==> src/rtl/asa_pkg.sv <==
// Shared types, constants and helper functions of the anti-aliased snake activation block.
package asa_pkg;

  localparam int unsigned SampleW   = 16;
  localparam int unsigned WinDepth  = 11;
  localparam int unsigned Taps      = 12;
  localparam int unsigned CfgIdxW   = 3;
  localparam int unsigned CfgDataW  = 64;
  localparam int unsigned GainW     = 20;
  localparam int unsigned TapsPerReg = 4;

  localparam logic [3:0]  Lag      = 4'd5;
  localparam logic [3:0]  FarPos   = 4'd8;
  localparam logic [2:0]  CountMax = 3'd7;
  localparam logic [3:0]  LastTap  = 4'd11;
  localparam logic [2:0]  LastMac  = 3'd5;
  localparam logic [GainW-1:0] GainReset = 20'h10000;
  localparam logic [14:0] InvPiQ16 = 15'd20861;

  // Configuration register indexes
  typedef enum logic [CfgIdxW-1:0] {
    REG_UP_LOW     = 3'd0,
    REG_UP_MID     = 3'd1,
    REG_UP_HIGH    = 3'd2,
    REG_DOWN_LOW   = 3'd3,
    REG_DOWN_MID   = 3'd4,
    REG_DOWN_HIGH  = 3'd5,
    REG_ALPHA_GAIN = 3'd6,
    REG_INV_BETA   = 3'd7
  } cfg_reg_e;

  // Back-end sequencer states
  typedef enum logic [3:0] {
    ST_IDLE,
    ST_UP_MAC,
    ST_UP_DRAIN,
    ST_SN_V,
    ST_SN_PH,
    ST_SN_FR,
    ST_SN_SIN,
    ST_SN_SQ,
    ST_SN_TERM,
    ST_SN_W,
    ST_DN_MUL,
    ST_DN_ACC,
    ST_OUT
  } asa_state_e;

  typedef logic [Taps-1:0][SampleW-1:0]     tap_arr_t;
  typedef logic [WinDepth-1:0][SampleW-1:0] win_arr_t;

  // One unit of work handed from the front to the back
  typedef struct packed {
    win_arr_t   win;
    logic [3:0] pos;
    logic       last;
  } asa_job_t;

  // Quarter-wave sine, Q.15
  function automatic logic [15:0] sine_q(input logic [4:0] idx);
    logic [15:0] r;
    begin
      case (idx)
        5'd0:  r = 16'd0;
        5'd1:  r = 16'd3212;
        5'd2:  r = 16'd6393;
        5'd3:  r = 16'd9512;
        5'd4:  r = 16'd12540;
        5'd5:  r = 16'd15447;
        5'd6:  r = 16'd18205;
        5'd7:  r = 16'd20788;
        5'd8:  r = 16'd23170;
        5'd9:  r = 16'd25330;
        5'd10: r = 16'd27245;
        5'd11: r = 16'd28899;
        5'd12: r = 16'd30274;
        5'd13: r = 16'd31357;
        5'd14: r = 16'd32138;
        5'd15: r = 16'd32610;
        default: r = 16'd32768;
      endcase
      return r;
    end
  endfunction

  // Clamp a wide signed value to the sample range
  function automatic logic [SampleW-1:0] sat_s16(input logic signed [39:0] v);
    logic [SampleW-1:0] r;
    begin
      if (v > 40'sd32767) r = 16'h7FFF;
      else if (v < -40'sd32768) r = 16'h8000;
      else r = v[SampleW-1:0];
      return r;
    end
  endfunction

endpackage

==> src/rtl/asa_queue.sv <==
// Two-entry job queue between the front and back ends.
module asa_queue (
  input  logic              clk_i,
  input  logic              rst_ni,
  input  logic              push_i,
  input  asa_pkg::asa_job_t job_i,
  output logic              ready_o,
  output logic              valid_o,
  output asa_pkg::asa_job_t job_o,
  input  logic              pop_i
);

  asa_pkg::asa_job_t mem_q [2];
  logic       wr_q, rd_q;
  logic [1:0] cnt_q;
  logic       do_push, do_pop;

  assign ready_o = (cnt_q != 2'd2);
  assign valid_o = (cnt_q != 2'd0);
  assign job_o   = mem_q[rd_q];
  assign do_push = push_i & ready_o;
  assign do_pop  = pop_i & valid_o;

  // Store entries
  always_ff @(posedge clk_i) begin
    if (do_push) mem_q[wr_q] <= job_i;
  end

  // Move pointers and fill count
  always_ff @(posedge clk_i or negedge rst_ni) begin
    if (!rst_ni) begin
      wr_q  <= 1'b0;
      rd_q  <= 1'b0;
      cnt_q <= 2'd0;
    end else begin
      if (do_push) wr_q <= ~wr_q;
      if (do_pop)  rd_q <= ~rd_q;
      if (do_push && !do_pop) cnt_q <= cnt_q + 2'd1;
      else if (do_pop && !do_push) cnt_q <= cnt_q - 2'd1;
    end
  end

endmodule

==> config.mk <==
export PLATFORM = sky130hd
export DESIGN_NAME = asa_queue
export DESIGN_NICKNAME = d
export VERILOG_FILES = /design/src/rtl/asa_pkg.sv /design/src/rtl/asa_queue.sv
export SDC_FILE = /design/constraint.sdc
export NUM_CORES = 1
export LEC_CHECK = 0
export ABC_CLOCK_PERIOD_IN_PS = 18100
export BUFFER_PORTS_ARGS = -buffer_cell sky130_fd_sc_hd__buf_2
export CORE_MARGIN = 5
export CORE_UTILIZATION = 50
export CTS_BUF_LIST = sky130_fd_sc_hd__clkbuf_4 sky130_fd_sc_hd__clkbuf_8 sky130_fd_sc_hd__clkbuf_16
export DETAILED_ROUTE_END_ITERATION = 10
export HOLD_SLACK_MARGIN = 0.05
export PLACE_DENSITY = 0.77
export REMOVE_ABC_BUFFERS = 1
export SLEW_MARGIN = 20
export SYNTH_ARGS = -nofsm -noshare
export SYNTH_HDL_FRONTEND = slang
export SYNTH_SLANG_ARGS = --single-unit
==> constraint.sdc <==
create_clock -name clk_i -period 18.1 [get_ports clk_i]
set_input_delay 3.62 -clock clk_i [delete_from_list [all_inputs] [get_ports clk_i]]
set_output_delay 3.62 -clock clk_i [all_outputs]
set_load 0.02 [all_outputs]
Word-level counts from Yosys, hierarchy flattened
Memories as Yosys holds them, arrays and structs flattened.
Index checks and enable logic that the tools add are counted.

operators by class
  muxes and demuxes = 4
  bitwise gates (word level) = 4
  reductions and logical operators = 6
  $add $sub $neg = 2
  eq/ne operators = 1

operator list
  kind                                                                 number
  2-bit two-way mux                                                    2
  2-bit nonzero test                                                   2
  2-bit by 1-bit adder with 2-bit output (second input constant)       1
  1-bit AND                                                            2
  1-bit logical AND                                                    2
  1-bit zero test                                                      2
  1-bit two-way mux                                                    2
  2-bit inequality test (second input constant)                        1
  1-bit inverter                                                       2
  2-bit by 1-bit subtractor with 2-bit output (second input constant)  1

storage, ports and cells
  memories kept = 1
  word-level logic and storage cells = 21
  input bits = 185
  RAM bits = 362
  register bits = 4

memories
  memory  depth  bits a word  rd ports  clocked after memory_dff  write ports  RTL line         source
  mem_q   2      181          1         0                         1            asa_queue.sv:13  asa_pkg::asa_job_t mem_q [2];

Longest topological paths before layout
  depth after elaboration = 6
  mapped depth = 7
  depth with buffers taken out = 7

Worst setup path after synthesis
No wires, ideal clock.

  kind = input port to flip-flop
  start point = input port push_i
  end point = memory mem_q[0][0] (netlist bit) (enable)
  arrival time = 11.223 ns
  path slack = 6.152 ns
  path buffers = 0
  stages = 2
  library setup time = 0.725 ns
  cells stage by stage = nand2_1 -> nor2_1

between the ends
  longest elaborated chain between the ends = 3

ends and longest elaborated chain
  what                                     RTL line         source
  start, declared                          asa_queue.sv:5   input logic push_i,
  1-bit AND                                asa_queue.sv:21  assign do_push = push_i & ready_o;
  1-bit two-way mux                        asa_queue.sv:26  if (do_push) mem_q[wr_q] <= job_i;
  1-bit two-way mux (implied by the code)  asa_queue.sv:26
  end, declared                            asa_queue.sv:13

No other way between the ends.

==> Implementation_results.wiki <==
{| class="wikitable"
! Metric !! Value
|-
| Arrival time of the worst setup path || 2920 ps
|-
| Top library cells by usage in the layout, fill and taps aside || sky130_fd_sc_hd__buf_2 (367), sky130_fd_sc_hd__edfxtp_1 (362), sky130_fd_sc_hd__mux2_2 (181)
|-
| Largest net degree at the start of global routing || 79
|-
| Run status || complete, no violations
|-
| Leakage power || 6.28 nW
|-
| Area of the die || 30100 um2
|-
| Floorplan die width || 173 um
|-
| CTS buffer count || 38
|-
| # nets final || 1161
|-
| Library cell with the largest summed area after synthesis || sky130_fd_sc_hd__edfxtp_1
|-
| Worst stage delay on the critical path || 960 ps
|-
| Buffers added on ports || 367
|-
| Detailed Routing Iterations Pass 1 || 4
|-
| Critical path's slowest cell || sky130_fd_sc_hd__dfrtp_4
|-
| Share of the synthesized netlist area taken by xor and xnor gates || 0.328%
|-
| Number of warnings reported in the yosys synthesis log || 0
|-
| Largest buffer count on any clock path || 3
|-
| Area added between synthesis and finish || 24.8%
|-
| Via count normalized by instance count || 5.03
|-
| Fin crit period || 6540 ps
|-
| Area taken by flip-flops and latches || 11000 um2
|-
| Largest clock skew in the final design || 9.13 ps
|-
| Cts hold-fix bufs || 0
|-
| Share of the synthesized area in the top cell type || 81.3%
|-
| Fraction of the mapped netlist area in adder cells || 0.0936%
|-
| Sequential element share of the synthesized area || 82.1%
|-
| DP Area || 15400 um2
|-
| Via count of the first global-routing pass || 7339
|-
| Post-synthesis instance area || 13400 um2
|-
| Fraction of layout instances using a drive strength above 1 || 62.1%
|-
| TritonCTS clock tree || built
|-
| #FFs+latches synth || 366
|-
| Number of placement rows || 59
|-
| Final Instance Area || 16700 um2
|-
| RSZ-0062 raised after global routing || no
|-
| Half-perimeter wire length after placement || 17900 um
|-
| Simple-gate share of the synthesized area || 0.253%
|-
| Number of H-tree branching levels || 2
|-
| Resized cells post-CTS || 0
|-
| Total number of cells along the worst setup path || 3
|-
| Count of distinct cell types in the synthesized netlist || 14
|-
| Total DRC errors in the routed layout || 0
|-
| Crit-path cells || buf_4, mux2_2, buf_2
|-
| Max Clk Rate || 0.153 GHz
|-
| Placeable core area || 26200 um2
|-
| Gp weighted congestion || 0.741
|-
| Filler cell count in the final layout || 1855
|-
| End of the worst register-to-register path || mem_q[0][111]$_DFFE_PP_
|-
| Final count of negative-setup-slack endpoints || 0
|-
| Global-route wire length before repair || 39800 um
|-
| Worst Path Max Fanout || 66
|-
| Iter 0 DRT Violations || 481
|-
| Fin crit share || 36.2%
|-
| Multiplexer area fraction after synthesis || 15.2%
|-
| Residual overflow from global routing || 0
|-
| Most common cell after layout, fill and taps aside || sky130_fd_sc_hd__buf_2
|-
| Clock latency on the worst-skew pair || 500 ps
|-
| Slew headroom || 28.7%
|-
| Area used by multi-input combinational logic || 2140 um2
|-
| Number of pins with negative max-slew slack in the final report || 0
|-
| Die H || 173 um
|-
| Synthesized area divided by synthesized cell count || 23.0 um2
|-
| Maximum Capacitance Violations || 0
|-
| Family of cells with the greatest summed delay on the critical path || buffers and inverters
|-
| Power density normalized to cell area || 172 nW/um2
|-
| Complex-gate fraction of the synthesized area || 0%
|-
| Setup tns final || 0 ps
|-
| Via total after detailed routing || 6749
|-
| Number of nets with antenna violations after routing || 0
|-
| Clk sinks || 366
|-
| Origin of the worst setup path || rd_q$_DFFE_PN0P_
|-
| Boundary pin count || 368
|-
| Clock root buffer || sky130_fd_sc_hd__clkbuf_16
|-
| Tightest Pin Transition || 1070 ps
|-
| Power after layout || 0.00287 W
|-
| R2r startpoint || cnt_q[0]$_DFFE_PN0P_
|-
| Critical path class || register to primary output
|-
| Routed wire length per instance || 19.7 um
|-
| Buffers and inverters on the worst path || 2
|-
| # Post-CTS Setup Buffers || 0
|-
| Synth Instances || 581
|-
| Dominant combinational cell family by area after synthesis || multiplexers
|-
| Number of antenna violations at the first check in global routing || 6
|-
| Register-to-register setup slack || 15540 ps
|-
| Type of the most critical hold path || register to register
|-
| Peak ir drop on the vdd network || 0.000155 V
|-
| Fin. Hold Viols || 0
|-
| Total wirelength of the detailed-routed design || 26400 um
|-
| Starting density of the core || 51.0%
|-
| Sort of element at the start of the critical path || register
|-
| Most area-consuming cells after synthesis || sky130_fd_sc_hd__edfxtp_1 (81%), sky130_fd_sc_hd__mux2_2 (15%), sky130_fd_sc_hd__clkbuf_8 (1.5%)
|-
| R2R cell count || 5
|-
| Critical path destination || job_o[68]
|-
| Kind of capture point of the worst setup path || primary output
|-
| Worst path required time || 14480 ps
|-
| Clock edge transition at the registers on the reported setup and hold paths || 60 ps
|-
| GRT Util Overall || 16.7%
|}
worst reg2reg max path: cells and delay by family (launching register included):
family,cells,cell delay [ps]
buffers and inverters,2,1270
flip-flops,1,400
AND/OR/NAND/NOR,3,440
cells in the mapped netlist, drive strengths merged:
cell type and number:
buf 5, edfxtp 362, or2 1, clkbuf 15, xnor2 3, ha 1
and3 1, nor2 2, mux2 181, inv 1, dfrtp 4, xor2 2
nand2 2, nand2b 1
report_power, final:
part / total [W] / internal [W] / leakage [nW] / switching [W]
sequential: 0.00123 / 0.00116 / 3.41 / 0.0000653
combinational: 0.000894 / 0.000341 / 2.24 / 0.000553
clock: 0.000749 / 0.000452 / 0.630 / 0.000298
total: 0.00287 / 0.00195 / 6.28 / 0.000916
worst min-delay path by stage:
stage	start	to	slack, ps	cells past startpoint
2_1_floorplan	cnt_q[1]$_DFFE_PN0P_	cnt_q[1]$_DFFE_PN0P_	460	1
3_3_place_gp	cnt_q[1]$_DFFE_PN0P_	cnt_q[1]$_DFFE_PN0P_	480	1
3_5_place_dp	cnt_q[1]$_DFFE_PN0P_	cnt_q[1]$_DFFE_PN0P_	480	1
4_1_cts	cnt_q[1]$_DFFE_PN0P_	cnt_q[1]$_DFFE_PN0P_	500	1
5_1_grt	cnt_q[1]$_DFFE_PN0P_	cnt_q[1]$_DFFE_PN0P_	530	1
6_report	cnt_q[1]$_DFFE_PN0P_	cnt_q[1]$_DFFE_PN0P_	490	1
layer usage:
metal	vias up	part of all wire, %	GRT usage (%)
met5	-	0.083	0
met4	6	2.3	5.62
met3	51	9.5	6.13
met2	259	52	29.6
met1	3305	36	18.8
li1	3128	-	-
flip-flops by register name, indices dropped and copies added (netlist names):
| name | flops |
|---|---|
| cnt_q | 2 |
| rd_q | 1 |
| wr_q | 1 |
| mem_q | 362 |
stage by stage:
stage	hold slack (ps)	cells	setup WS, ps	util, %
after floorplan	456	561	6150	-
after global placement	475	1270	12030	58.9
after detailed placement	480	1270	12060	58.9
after CTS	497	1339	11490	63.6
after global routing	528	1342	11420	63.6
final	495	1342	11560	63.6
layout make-up:
cell class	count	area share (%)
antenna	3	0.0450
clock buffer	52	6.76
clock inverter	17	0.690
inverter	1	0.0225
multi-input combinational	194	12.8
sequential	366	65.8
tap	335	2.51
timing repair buffer	374	11.3
logic make-up after synthesis:
group / after synthesis
DFF: 366
muxes: 181
buffers and inverters: 21
and+or+nand+nor: 7
xor gates and xnor gates: 5
adders and majority gates: 1
No activity file was read; power rests on OpenSTA's default activity.
