**config.mk**
```make
export PLATFORM = sky130hd
export DESIGN_NAME = asa_front
export DESIGN_NICKNAME = d
export VERILOG_FILES = /design/src/rtl/asa_pkg.sv /design/src/rtl/asa_front.sv
export SDC_FILE = /design/constraint.sdc
export NUM_CORES = 1
export LEC_CHECK = 0
export BUFFER_PORTS_ARGS = -buffer_cell sky130_fd_sc_hd__buf_2
export CAP_MARGIN = 20
export CORE_MARGIN = 1
export CORE_UTILIZATION = 55
export CTS_CLUSTER_SIZE = 28
export DETAILED_ROUTE_END_ITERATION = 10
export PLACE_DENSITY = 0.8
export RECOVER_POWER = 100
export SLEW_MARGIN = 0
export SYNTH_ARGS = -nofsm -noshare
export SYNTH_HDL_FRONTEND = slang
export SYNTH_SLANG_ARGS = --single-unit
```
**constraint.sdc**
```tcl
create_clock -name clk_i -period 4.2 [get_ports clk_i]
set_input_delay 0.63 -clock clk_i [delete_from_list [all_inputs] [get_ports clk_i]]
set_output_delay 0.63 -clock clk_i [all_outputs]
set_load 0.02 [all_outputs]
```
**src/rtl/asa_pkg.sv**
```systemverilog
// Shared types, constants and helper functions of the anti-aliased snake activation block.
package asa_pkg;

  localparam int unsigned SampleW   = 16;
  localparam int unsigned WinDepth  = 11;
  localparam int unsigned Taps      = 12;
  localparam int unsigned CfgIdxW   = 3;
  localparam int unsigned CfgDataW  = 64;
  localparam int unsigned GainW     = 20;
  localparam int unsigned TapsPerReg = 4;

  localparam logic [3:0]  Lag      = 4'd5;
  localparam logic [3:0]  FarPos   = 4'd8;
  localparam logic [2:0]  CountMax = 3'd7;
  localparam logic [3:0]  LastTap  = 4'd11;
  localparam logic [2:0]  LastMac  = 3'd5;
  localparam logic [GainW-1:0] GainReset = 20'h10000;
  localparam logic [14:0] InvPiQ16 = 15'd20861;

  // Configuration register indexes
  typedef enum logic [CfgIdxW-1:0] {
    REG_UP_LOW     = 3'd0,
    REG_UP_MID     = 3'd1,
    REG_UP_HIGH    = 3'd2,
    REG_DOWN_LOW   = 3'd3,
    REG_DOWN_MID   = 3'd4,
    REG_DOWN_HIGH  = 3'd5,
    REG_ALPHA_GAIN = 3'd6,
    REG_INV_BETA   = 3'd7
  } cfg_reg_e;

  // Back-end sequencer states
  typedef enum logic [3:0] {
    ST_IDLE,
    ST_UP_MAC,
    ST_UP_DRAIN,
    ST_SN_V,
    ST_SN_PH,
    ST_SN_FR,
    ST_SN_SIN,
    ST_SN_SQ,
    ST_SN_TERM,
    ST_SN_W,
    ST_DN_MUL,
    ST_DN_ACC,
    ST_OUT
  } asa_state_e;

  typedef logic [Taps-1:0][SampleW-1:0]     tap_arr_t;
  typedef logic [WinDepth-1:0][SampleW-1:0] win_arr_t;

  // One unit of work handed from the front to the back
  typedef struct packed {
    win_arr_t   win;
    logic [3:0] pos;
    logic       last;
  } asa_job_t;

  // Quarter-wave sine, Q.15
  function automatic logic [15:0] sine_q(input logic [4:0] idx);
    logic [15:0] r;
    begin
      case (idx)
        5'd0:  r = 16'd0;
        5'd1:  r = 16'd3212;
        5'd2:  r = 16'd6393;
        5'd3:  r = 16'd9512;
        5'd4:  r = 16'd12540;
        5'd5:  r = 16'd15447;
        5'd6:  r = 16'd18205;
        5'd7:  r = 16'd20788;
        5'd8:  r = 16'd23170;
        5'd9:  r = 16'd25330;
        5'd10: r = 16'd27245;
        5'd11: r = 16'd28899;
        5'd12: r = 16'd30274;
        5'd13: r = 16'd31357;
        5'd14: r = 16'd32138;
        5'd15: r = 16'd32610;
        default: r = 16'd32768;
      endcase
      return r;
    end
  endfunction

  // Clamp a wide signed value to the sample range
  function automatic logic [SampleW-1:0] sat_s16(input logic signed [39:0] v);
    logic [SampleW-1:0] r;
    begin
      if (v > 40'sd32767) r = 16'h7FFF;
      else if (v < -40'sd32768) r = 16'h8000;
      else r = v[SampleW-1:0];
      return r;
    end
  endfunction

endpackage

```
**src/rtl/asa_front.sv**
```systemverilog
// Front end: takes input beats, keeps the input window and issues output jobs.
module asa_front (
  input  logic                             clk_i,
  input  logic                             rst_ni,
  input  logic                             s_axis_tvalid,
  output logic                             s_axis_tready,
  input  logic [asa_pkg::SampleW-1:0]      s_axis_tdata,
  input  logic                             s_axis_tlast,
  input  logic                             q_ready_i,
  output logic                             q_push_o,
  output asa_pkg::asa_job_t                q_job_o
);

  asa_pkg::win_arr_t win_q, win_d;
  logic [2:0] seen_q, seen_d;
  logic       far_q, far_d;
  logic [3:0] pos;
  logic       accept;
  logic       emit;

  assign s_axis_tready = q_ready_i;
  assign accept = s_axis_tvalid & q_ready_i;
  assign pos = far_q ? asa_pkg::FarPos : {1'b0, seen_q};

  // Shift in the new sample, or fill the window at the start of a sequence
  always_comb begin
    if ((seen_q == 3'd0) && !far_q) begin
      for (int s = 0; s < asa_pkg::WinDepth; s++) win_d[s] = s_axis_tdata;
    end else begin
      for (int s = 1; s < asa_pkg::WinDepth; s++) win_d[s] = win_q[s-1];
      win_d[0] = s_axis_tdata;
    end
  end

  // Advance the sequence position and decide whether outputs are due
  always_comb begin
    seen_d = seen_q;
    far_d  = far_q;
    emit   = 1'b0;
    if (s_axis_tlast) begin
      emit   = 1'b1;
      seen_d = 3'd0;
      far_d  = 1'b0;
    end else begin
      emit = (pos >= asa_pkg::Lag);
      if (seen_q < asa_pkg::CountMax) seen_d = seen_q + 3'd1;
      else far_d = 1'b1;
    end
  end

  assign q_push_o     = accept & emit;
  assign q_job_o.win  = win_d;
  assign q_job_o.pos  = pos;
  assign q_job_o.last = s_axis_tlast;

  always_ff @(posedge clk_i or negedge rst_ni) begin
    if (!rst_ni) begin
      win_q  <= '0;
      seen_q <= 3'd0;
      far_q  <= 1'b0;
    end else if (accept) begin
      win_q  <= win_d;
      seen_q <= seen_d;
      far_q  <= far_d;
    end
  end

endmodule

```
* Yosys cells after proc, flatten, opt, wreduce, memory -nomap -nowiden *
Cells that the tools add are included.
Widths: inputs -> output; s select.

operators by class
  add/subtract/negate cells = 1
  reductions and logical operators = 6
  magnitude comparators = 2
  bitwise operators = 2
  equal/unequal tests = 1
  mux-type cells = 7

operators with widths
  kind                 count
  $mux 176             1
  $mux 3               2
  $ge 4x3->1 const B   1
  $mux 4               1
  $reduce_and 2->1     2
  $add 3x1->3 const B  1
  $logic_not 3->1      1
  $lt 3x3->1 const B   1
  $mux 1               3
  $and 1x1->1          2
  $ne 2x2->1 const B   1
  $reduce_bool 2->1    1
  $logic_and 1x1->1    1
  $logic_not 1->1      1

word-level totals
  bits of input ports = 21
  word-level logic and storage cells = 31
  output and inout bits = 183
  flip-flop bits (word level) = 164

* Longest topological paths before layout *
Gate-level depths: netlist of the first run.

  depth after elaboration = 4
  gate-level depth with buffers = 8
  mapped depth without buffers = 5

* Least setup slack after synthesis of the first run *
No wires, ideal clock.

  kind = reg2out
  from = register seen_q[0]
  to = output q_job_o[165] (netlist bit)
  slack = 1,953 ps
  buffers on the path = 3
  required time = 3,570 ps
  cell stages (with the launch flop) = 9
  arrival time = 1,617 ps
  cell sequence = dfrtp_1 > inv_1 > ha_1 > or3b_1 > buf_2 > buf_6 > buf_4 > nand2_1 > nand2_1

RTL lines
  what                    RTL line         RTL
  start, declared         asa_front.sv:15  logic [2:0] seen_q, seen_d;
  start signal, assigned  asa_front.sv:63  seen_q <= seen_d;
  end, declared           asa_front.sv:11  output asa_pkg::asa_job_t q_job_o

* Final worst setup path of the first run *
  from = input q_ready_i
  to = register win_q[134] (netlist bit)

on the way
  longest elaborated chain between the ends = 1

RTL lines
  what                  RTL line         RTL
  start, declared       asa_front.sv:9   input logic q_ready_i,
  $and 1x1->1           asa_front.sv:22  assign accept = s_axis_tvalid & q_ready_i;
  end signal, assigned  asa_front.sv:62  win_q <= win_d;
  end, declared         asa_front.sv:14  asa_pkg::win_arr_t win_q, win_d;

Every way passes these cells.
A chain may end at the register's enable or synchronous reset.

==> impl_results.md, run 1 <==
- PostCTS Resize Cnt: 0
- GRT met3 Usage: 3.879%
- Final setup viols: 0
- RSZ-0062 raised after global routing: no
- CTS clk-pin slew, worst paths: 0.06 ns
- # clock sinks: 164
- Total gr overflow: 0
- DRT Wirelength: 17990 um
- Number of global-route vias before repair: 5946
- Setup TNS: 0 ns
- CP Capture Type: flop
- Transition time of the tightest slew-check pin: 3.182 ns
- Die width: 118.9 um
- Yosys cell types: 21
- Worst setup SP type: input port
- Crit-path max FO: 105
- Crit path required time: 4.54 ns
- Endpoints failing hold: 0
- Peak supply drop: 0.4388 mV
- CTS tree: built
- Ys Warns: 0
- GR Util met2: 39.33%
- Most used routing layer: met2
- Pwr Density: 714.3 nW/um^2
- Largest net degree at the start of global routing: 106
- Longest Clk Path Bufs: 2
- CTS Buf Count: 17
- FF+latch count, synth: 164
- Cell Int Power: 3.509 mW
- First-pass GRT wire length: 28770 um
- Die area: 14140 um^2
- Clock Latency Late Sink: 0.42 ns
- Area of the multi-input gates: 2993 um^2
- CTS Root Cell: clkbuf_16
- Layout Nets: 1131
- Clock period minus final worst setup slack: 3.444 ns
- Initial Util: 56.54%
- Worst EP arrival: 3.78 ns
- Routed Antenna Nets: 0
- Mapped Area: 7517 um^2
- Core area: 13300 um^2
- Die Span Y: 118.9 um
- Synthesis-to-finish area growth: 16.15%
- Iter 0 DRT Violations: 560
- Kind of critical path: input port to flop
- Slew HR: -112.3%
- Clock power share: 22.4%
- Seq/Total Area, Yosys: 54.59%
- Fin Clk Skew: 0.01200 ns
- Htree depth: 4
- Drt pass-1 iters: 5
- GPL Wtd Cong: 0.8327
- Dpl hpwl: 11880 um
- Flop pwr share: 35.7%
- I/O pin count: 204
- Register area: 4104 um^2
- Synth Net Count: 966
- Met1 Resource Use GR: 36.60%
- Antenna violations before repair: 0
- Comb power frac: 41.9%
- Row cnt: 42
- Cells after Synth: 943
- Fmax: 290.4 MHz
- DR vias/cell: 5.276
- P_leak: 4.216 nW
- Util after Layout: 65.67%
- Status: finished, violations left
- IO buf count: 203
- Layout cells sized above 1: 6.339%
- Switching Fraction: 43.74%
- All-Layer GR Usage: 25.54%
- Mean Syn Cell Area: 7.972 um^2
- Ant. Diodes: 0
- Hold Crit Class: input port to flop
- Max Cap Violations: 2
- Final hold slack: 0.4551 ns
- Final Max Tran Viols: 142
- Violations in the final reports: max-capacitance violations, max-slew violations
- Drc violations: 0
- Wire length per cell: 13.88 um
- Filler cells: 1247
- Total vias in the final route: 6838
- Hold-fix buffers at CTS: 0
- Switch Pwr: 2.728 mW
- Post-CTS setup buffers: 0
- Final period util: 81.99%
## logic make-up after synthesis
| kind of cell | Yosys count | share of synthesized area, % |
|---|---|---|
| AND/OR/NAND/NOR | 539 | 27.10 |
| AO/OA/AOI/OAI | 171 | 12.28 |
| flip-flops | 164 | 54.59 |
| buffers and inverters | 67 | 5.692 |
| adder cells (fa/ha/maj) | 2 | 0.3328 |
## synth_stat cells
library cell  number  area (um^2)
buf_6             10        112.6
a21oi_2           14        122.6
nor3b_1            1        7.510
a21oi_1          151        755.7
a31o_2             1        8.760
inv_1              3        11.26
buf_2             15        75.07
buf_4             22        165.2
dfrtp_1          164         4104
and2_1             1        6.260
o21ai_0            2        10.01
o31ai_1            1        7.510
or3b_1             1        8.760
a41oi_1            1        8.760
nor2_1           147        551.8
clkbuf_1          14        52.55
nand2_1          388         1456
nor2b_1            1        6.260
ha_1               2        25.02
buf_1              3        11.26
a32o_1             1        10.01
## state kept, by name, indices dropped and copies added, names as in the netlist
register and cells:
seen_q 3, win_q 160, far_q 1
## path summary, 6_finish.rpt
check,startpoint,to,slack (ns),cells past startpoint
max reg2reg,seen_q[0]$_DFFE_PN0P_,win_q[134]$_DFFE_PN0P_,2.03,6
min reg2reg,win_q[3]$_DFFE_PN0P_,win_q[3]$_DFFE_PN0P_,0.48,2
min,s_axis_tdata[15],win_q[15]$_DFFE_PN0P_,0.46,3
max in group asynchronous,rst_ni,win_q[108]$_DFFE_PN0P_,2.17,2
min in group asynchronous,rst_ni,win_q[84]$_DFFE_PN0P_,0.77,1
max,q_ready_i,win_q[134]$_DFFE_PN0P_,0.76,5
## layer usage
layer | wire length [um] | vias up
met3 | 1067 | 16
met5 | 0 | -
met1 | 8135 | 3232
met4 | 222 | 0
met2 | 8561 | 258
li1 | - | 3332
## power groups by stage
| stage | registers [mW] | clock network [mW] | logic (mW) |
|---|---|---|---|
| global route | 2.27 | 1.49 | 2.87 |
| floorplan | 2.18 | 0 | 1.99 |
| detailed placement | 2.24 | 0 | 2.75 |
| finish | 2.23 | 1.40 | 2.61 |
| global placement | 2.23 | 0 | 2.71 |
| CTS | 2.22 | 1.43 | 2.76 |
## cell usage in the layout (no fill, tap or decap), types with 5 or more instances in the layout
cell type,synthesis,routed
nand2_1,388,388
clkbuf_1,14,187
dfrtp_1,164,164
a21oi_1,151,151
nor2_1,147,147
buf_2,15,21
clkbuf_16,0,17
a21oi_2,14,14
clkbuf_8,0,5
buf_4,22,5
## worst max-delay path, cell delays in order
cell	delay, ns
buf_2	0.09
and2_0	2.28
buf_12	0.42
nor2_1	0.10
a21oi_1	0.16
## cell type report
cell class	instances	area share, %
clock buffer	28	5.919
clock inverter	3	0.2150
sequential	164	47.00
timing repair buffer	210	9.931
tap	176	2.522
inverter	3	0.1290
multi-input combinational	712	34.28
## per-stage QoR
step | power, mW | worst slack (ns) | area (um^2) | std cells
after floorplan | 4.174 | 1.953 | 7517 | 943
after global placement | 4.942 | 1.460 | 8433 | 1265
after detailed placement | 4.987 | 1.449 | 8433 | 1265
after CTS | 6.401 | 0.9780 | 8969 | 1296
after global routing | 6.635 | 0.4698 | 8731 | 1296
final | 6.237 | 0.7562 | 8731 | 1296
Power figures use the tool's default switching activity.
==> inputs of run 2 (changes only) <==
Settings changed: ABC_AREA set to 1, CORE_UTILIZATION 55 to 48, PLACE_DENSITY 0.8 to 0.73.
Clock period 4.2 ns to 2.8 ns, I/O delays scaled along.
==> impl_results.md, run 2 <==
- Die width: 130.6 um (was 118.9 um)
- Htree depth: 4 (unchanged)
- Hold endpoint: win_q[2]$_DFFE_PN0P_ (was win_q[15]$_DFFE_PN0P_)
- # clock sinks: 164 (unchanged)
- First-pass GRT wire length: 36310 um (was 28770 um)
- Longest Clk Path Bufs: 2 (unchanged)
- Layout Nets: 1282 (was 1131)
- Final setup viols: 0 (unchanged)
- I/O pin count: 204 (unchanged)
- Largest Register: win_q (unchanged)
- Util after Layout: 60.70% (was 65.67%)
- Pwr Density: 1044 nW/um^2 (was 714.3 nW/um^2)
- Mapped Area: 7939 um^2 (was 7517 um^2)
- Synth top area cells: dfrtp_1 52%, nand2_1 38%, buf_4 2.7% (was dfrtp_1 55%, nand2_1 19%, a21oi_1 10%)
- Number of global-route vias before repair: 6742 (was 5946)
- Hold Path Stages: 3 (unchanged)
- EDFF count, synth: 0 (unchanged)
- Critical path's most frequent cell: nand2_1
- Mean Syn Cell Area: 7.297 um^2 (was 7.972 um^2)
- Status: finished, violations left (unchanged)
- Delay-heaviest family, CP: buffers and inverters (was simple AND/OR/NAND/NOR gates)
- P_leak: 5.989 nW (was 4.216 nW)
- Worst EP arrival: 2.29 ns (was 3.78 ns)
- Seq/Total Area, Yosys: 51.69% (was 54.59%)
- Post-CTS setup buffers: 0 (unchanged)
- DRT Wirelength: 24260 um (was 17990 um)
- Worst R2R Start: seen_q[0]$_DFFE_PN0P_ (unchanged)
- Fmax: 368.5 MHz
- Fin Clk Skew: 0.007552 ns (was 0.01200 ns)
- Endpoints failing hold: 0 (unchanged)
- Crit-path max cell delay: 0.43 ns (was 2.28 ns)
- Hold Crit Class: input port to flop (unchanged)
- Most frequent cells in the layout: 808 x nand2_1, 180 x buf_2, 164 x dfrtp_1 (was 388 x nand2_1, 187 x clkbuf_1, 164 x dfrtp_1)
- Ys flop type: dfrtp_1 (unchanged)
- Clock period minus final worst setup slack: 2.714 ns
- Cells after Synth: 1088 (was 943)
- Crit path required time: 2.38 ns (was 4.54 ns)
- Synth Net Count: 1111 (was 966)
- Drc violations: 0 (unchanged)
- RSZ-0062 raised after global routing: yes (was no)
- Filler cells: 1487 (was 1247)
- Die area: 17060 um^2 (was 14140 um^2)
- Ys Warns: 0 (unchanged)
- R2R setup slack: 0.84 ns (was 2.03 ns)
- Cell taking the most area after synthesis: dfrtp_1 (unchanged)
- All-Layer GR Usage: 28.76% (was 25.54%)
- Commonest non-fill, non-tap cell in the layout: nand2_1 (unchanged)
- CTS Buf Count: 17 (unchanged)
- Clock Latency Late Sink: 0.43 ns (was 0.42 ns)
- Max Cap Violations: 2 (unchanged)
- Slew HR: -14.19% (was -112.3%)
- Core area: 16000 um^2 (was 13300 um^2)
- Post-synth top cells: 808 x nand2_1, 164 x dfrtp_1, 29 x buf_4, 26 x clkbuf_1, 15 x buf_2 (was 388 x nand2_1, 164 x dfrtp_1, 151 x a21oi_1, 147 x nor2_1, 22 x buf_4)
- CP bufs+invs: 4 (was 2)
- Max reg flops: 160 (unchanged)
- Iter 0 DRT Violations: 697 (was 560)
- Initial Util: 49.62% (was 56.54%)
- Largest net degree at the start of global routing: 106 (unchanged)
- CTS tree: built (unchanged)
- R2R Path End: win_q[139]$_DFFE_PN0P_ (was win_q[134]$_DFFE_PN0P_)
- Kind of critical path: flop to output port (was input port to flop)
- GPL Wtd Cong: 0.8195 (was 0.8327)
- Total power: 10.14 mW (was 6.237 mW)
- Cell with the most instances after synthesis: nand2_1 (unchanged)
- Largest regs: win_q x160, seen_q x3, far_q x1 (unchanged)
- Crit-path max FO: 52 (was 105)
- Hold Path Origin: s_axis_tdata[2] (was s_axis_tdata[15])
- CTS clk-pin slew, worst paths: 0.06 ns (about the same)
- Dpl hpwl: 15810 um (was 11880 um)
- Share of the synthesized area in the top cell type: 51.69% (was 54.59%)
- Wire length per cell: 16.30 um (was 13.88 um)
- Transition time of the tightest slew-check pin: 1.713 ns (was 3.182 ns)
- Routed Antenna Nets: 0 (unchanged)
- Row cnt: 46 (was 42)
- Worst setup SP type: flop (was input port)
- Yosys cell types: 20 (was 21)
- Fraction of registers with async set/reset: 100.0% (unchanged)
- Ant. Diodes: 0 (unchanged)
- Total gr overflow: 0 (unchanged)
- Final hold slack: 0.2293 ns (was 0.4551 ns)
- CP max stage cell: dfrtp_1 (was and2_0)
- Worst path cell trace: inv_1, ha_1, buf_12, nand3_4, clkbuf_16, nand2_1, nand2_1, buf_2 (was buf_2, and2_0, buf_12, nor2_1, a21oi_1)
- DR vias/cell: 5.075 (was 5.276)
- Antenna violations before repair: 0 (unchanged)
- FF+latch count, synth: 164 (unchanged)
- Violations in the final reports: max-capacitance violations, max-slew violations (unchanged)
- Final Max Tran Viols: 145 (was 142)
- FF-to-FF path depth: 9 (was 6)
- Peak supply drop: 0.4932 mV (was 0.4388 mV)
- Synthesis-to-finish area growth: 22.33% (was 16.15%)
- Total vias in the final route: 7552 (was 6838)
- Die Span Y: 130.6 um (was 118.9 um)
- CP Capture Type: output port (was flop)
- CTS Root Cell: clkbuf_16 (unchanged)
- Final period util: 96.91%
- IO buf count: 203 (unchanged)
- Drt pass-1 iters: 7 (was 5)
- Layout cells sized above 1: 19.65% (was 6.339%)
run 2: what timing repair did:
| item | 4_1_cts | 5_1_grt |
|---|---|---|
| cloned | 0 | 1 |
| setup endpoints to repair | 10 | 105 |
| gates resized for setup | 1 | 1 |
| hold buffers | 1 | 0 |
| endpoints found under the hold margin | 1 | 0 |
run 2: layout make-up:
cell class | count | area (um^2) | share of cell area (%)
clock inverter | 12 | 175.2 | 1.804
inverter | 8 | 32.53 | 0.3350
tap | 216 | 270.3 | 2.783
multi-input combinational | 841 | 3397 | 34.98
sequential | 164 | 4104 | 42.26
clock buffer | 20 | 466.7 | 4.805
timing repair buffer | 227 | 1266 | 13.04
run 2: per-stage QoR:
stage / instance area, um^2 / cells / worst slack, ns / TNS (ns)
final: 9712 / 1488 / 0.08642 / 0
after global routing: 9712 / 1488 / -0.01475 / -0.05375
after CTS: 9726 / 1487 / 0.02205 / 0
after detailed placement: 9065 / 1454 / 0.3947 / 0
after global placement: 9065 / 1454 / 0.4418 / 0
after floorplan: 7939 / 1088 / 0.9252 / 0
run 2: logic make-up after synthesis:
logic type                 share of synthesized area [%]
and+or+nand+nor                                    41.81
DFF                                                51.69
buffers and inverters                              5.721
AOI/OAI and AO/OA                                 0.3466
adders and majority gates                         0.3152
xor gates and xnor gates                          0.1103
run 2: tightest hold or removal path: stages:
cell     delay (ns)
buf_2          0.11
nand2_1        0.05
nand2_1        0.05
run 2: worst max-delay path by stage:
stage	cells past startpoint	end	from	slack [ns]
floorplan	6	q_job_o[108]	seen_q[0]$_DFFE_PN0P_	0.93
global placement	6	q_job_o[44]	seen_q[0]$_DFFE_PN0P_	0.44
detailed placement	6	q_job_o[92]	seen_q[0]$_DFFE_PN0P_	0.39
CTS	8	q_job_o[63]	seen_q[0]$_DFFE_PN0P_	0.02
global route	8	q_job_o[134]	seen_q[0]$_DFFE_PN0P_	-0.01
finish	8	q_job_o[43]	seen_q[0]$_DFFE_PN0P_	0.09
run 2: layer usage:
metal	global-route usage, %	up-vias	share of wire, %
met4	10.14	0	1.8
li1	-	3626	-
met5	0	-	0
met2	43.57	302	46
met3	6.433	33	7.7
met1	40.67	3591	45
run 2: where the power goes:
group / total (mW) / internal [mW] / switching [mW]
Combinational: 4.22 / 1.27 / 2.95
Clock: 2.54 / 1.57 / 0.972
Sequential: 3.38 / 3.01 / 0.377
Total: 10.1 / 5.84 / 4.30
==> inputs of run 3 (changes only) <==
Settings changed: CORE_ASPECT_RATIO set to 1.2.
==> impl_results.md, run 3 (same netlist as run 2, synthesis figures left out) <==
- Endpoints failing hold: 0 (unchanged)
- Fmax: 370.4 MHz (was 368.5 MHz)
- Status: finished, violations left (unchanged)
- First-pass GRT wire length: 37740 um (was 36310 um)
- Layout cells sized above 1: 9.921% (was 19.65%)
- Max Cap Violations: 1 (was 2)
- Total vias in the final route: 7538 (was 7552)
- Dpl hpwl: 16030 um (was 15810 um)
- Initial Util: 48.98% (was 49.62%)
- Worst setup SP type: flop (unchanged)
- Wire length per cell: 16.46 um (was 16.30 um)
- Total gr overflow: 0 (unchanged)
- Filler cells: 1670 (was 1487)
- CP Capture Type: output port (unchanged)
- Die Span Y: 142.9 um (was 130.6 um)
- Core area: 16210 um^2 (was 16000 um^2)
- P_leak: 5.497 nW (was 5.989 nW)
- IO buf count: 203 (unchanged)
- Final period util: 96.43% (was 96.91%)
- Final Max Tran Viols: 68 (was 145)
- Routed Antenna Nets: 0 (unchanged)
- Largest net degree at the start of global routing: 83 (was 106)
- RSZ-0062 raised after global routing: no (was yes)
- Commonest non-fill, non-tap cell in the layout: nand2_1 (unchanged)
- Worst EP arrival: 2.28 ns (was 2.29 ns)
- Worst path cell trace: inv_1, ha_4, nand4_1, clkbuf_2, nand2_1, clkbuf_1 (was inv_1, ha_1, buf_12, nand3_4, clkbuf_16, nand2_1, nand2_1, buf_2)
- Drc violations: 0 (unchanged)
- Layout Nets: 1281 (was 1282)
- Hold-fix buffers at CTS: 0 (was 1)
- CTS Buf Count: 17 (unchanged)
- # clock sinks: 164 (unchanged)
- Largest Register: win_q (unchanged)
- All-Layer GR Usage: 29.42% (was 28.76%)
- GPL Wtd Cong: 0.8284 (was 0.8195)
- Clock period minus final worst setup slack: 2.700 ns (was 2.714 ns)
- Fin Clk Skew: 0.007842 ns (was 0.007552 ns)
- CTS Root Cell: clkbuf_16 (unchanged)
- Pwr Density: 1036 nW/um^2 (was 1044 nW/um^2)
- Antenna violations before repair: 0 (unchanged)
- Crit-path max FO: 8 (was 52)
- Crit path required time: 2.38 ns (about the same)
- Clock Latency Late Sink: 0.43 ns (about the same)
- Htree depth: 4 (unchanged)
- Die area: 17060 um^2 (about the same)
- Synthesis-to-finish area growth: 18.64% (was 22.33%)
- Transition time of the tightest slew-check pin: 1.735 ns (was 1.713 ns)
- Max reg flops: 160 (unchanged)
- DRT Wirelength: 24390 um (was 24260 um)
- Slew HR: -15.70% (was -14.19%)
- Most frequent cells in the layout: 807 x nand2_1, 164 x dfrtp_1, 146 x clkbuf_1 (was 808 x nand2_1, 180 x buf_2, 164 x dfrtp_1)
- Crit-path max cell delay: 0.43 ns (about the same)
- Violations in the final reports: max-capacitance violations, max-slew violations (unchanged)
- Setup TNS: 0 ns (unchanged)
- Cells after DPL: 1450 (was 1454)
- Largest regs: win_q x160, seen_q x3, far_q x1 (unchanged)
- Final setup viols: 0 (unchanged)
- Row cnt: 51 (was 46)
- Placed cell areas: 9060 um^2 (was 9065 um^2)
- Number of global-route vias before repair: 7032 (was 6742)
- Final hold slack: 0.2359 ns (was 0.2293 ns)
- Ant. Diodes: 0 (unchanged)
- Design Area, Final: 9419 um^2 (was 9712 um^2)
- Kind of critical path: flop to output port (unchanged)
- CTS clk-pin slew, worst paths: 0.06 ns (about the same)
- CTS tree: built (unchanged)
- Drt pass-1 iters: 5 (was 7)
- CP max stage cell: dfrtp_1 (unchanged)
- Longest Clk Path Bufs: 2 (unchanged)
- Hold Crit Class: input port to flop (unchanged)
- Die width: 119.4 um (was 130.6 um)
- DR vias/cell: 5.086 (was 5.075)
- Iter 0 DRT Violations: 695 (was 697)
- I/O pin count: 204 (unchanged)
- Fin cells: 1482 (was 1488)
- Peak supply drop: 0.4492 mV (was 0.4932 mV)
## run 3: changes by cell type in the layout (fill, tap and decap cells not counted), moves of 2 or more
| cell | before | now |
|---|---|---|
| buf_2 | 180 | 32 |
| clkbuf_1 | 22 | 146 |
| clkbuf_2 | 3 | 32 |
| buf_12 | 5 | 1 |
| clkinvlp_4 | 0 | 4 |
| buf_4 | 14 | 12 |
| buf_6 | 0 | 2 |
| bufinv_16 | 4 | 2 |
| clkbuf_4 | 0 | 2 |
| clkinv_2 | 4 | 2 |
| clkinv_4 | 2 | 0 |
| inv_6 | 2 | 0 |
## run 3: worst paths after layout
path	from	endpoint	slack [ns]	cells after the start
max in group asynchronous	rst_ni	win_q[37]$_DFFE_PN0P_	0.60	2
setup / recovery	seen_q[0]$_DFFE_PN0P_	q_job_o[26]	0.1	6
min in group asynchronous	rst_ni	win_q[149]$_DFFE_PN0P_	0.44	1
setup reg to reg	seen_q[0]$_DFFE_PN0P_	win_q[37]$_DFFE_PN0P_	0.92	7
hold / removal	s_axis_tdata[5]	win_q[5]$_DFFE_PN0P_	0.24	3
hold reg to reg	win_q[65]$_DFFE_PN0P_	win_q[65]$_DFFE_PN0P_	0.48	2
## run 3: stage by stage
stage / total power, mW / utilization, % / setup slack, ns
6_report: 9.760 / 58.11 / 0.09991
4_1_cts: 9.942 / 59.66 / 0.1021
2_1_floorplan: 6.090 / - / 0.9252
5_1_grt: 10.35 / 58.11 / 0.03657
3_3_place_gp: 7.527 / 55.90 / 0.3626
3_5_place_dp: 7.584 / 55.90 / 0.3026
## run 3: final cells by class
type / count / area (um^2) / share of cell area, %
sequential: 164 / 4104 / 43.57
multi-input combinational: 842 / 3422 / 36.33
timing repair buffer: 225 / 1008 / 10.71
clock buffer: 23 / 488.0 / 5.181
tap: 212 / 265.3 / 2.816
clock inverter: 8 / 100.1 / 1.063
inverter: 8 / 31.28 / 0.3321
## run 3: worst max-delay path: cells and delay by family (launching register included)
| kind | cells | cell delay [ns] |
|---|---|---|
| DFF | 1 | 0.43 |
| adders and majority gates | 1 | 0.24 |
| and+or+nand+nor | 2 | 0.44 |
| buffers and inverters | 3 | 0.74 |
## run 3: repair_timing
action                                  CTS  global route
endpoints found under the setup margin   18             2
pin swaps                                 1             0
setup buffers                             0             0
gates resized for setup                   2             1
cloned                                    1             0
## run 3: power by group
group	total, mW	leakage, nW	internal [mW]	switching [mW]
logic	4.04	3.12	1.06	2.98
clock network	2.34	0.277	1.40	0.943
registers	3.38	2.10	3.01	0.369
## run 3: per-layer routing
metal | share of wire, % | GRT usage, %
met1 | 42 | 38.88
met2 | 48 | 47.61
met3 | 7.9 | 7.548
met4 | 1.8 | 9.079
met5 | 0 | 0
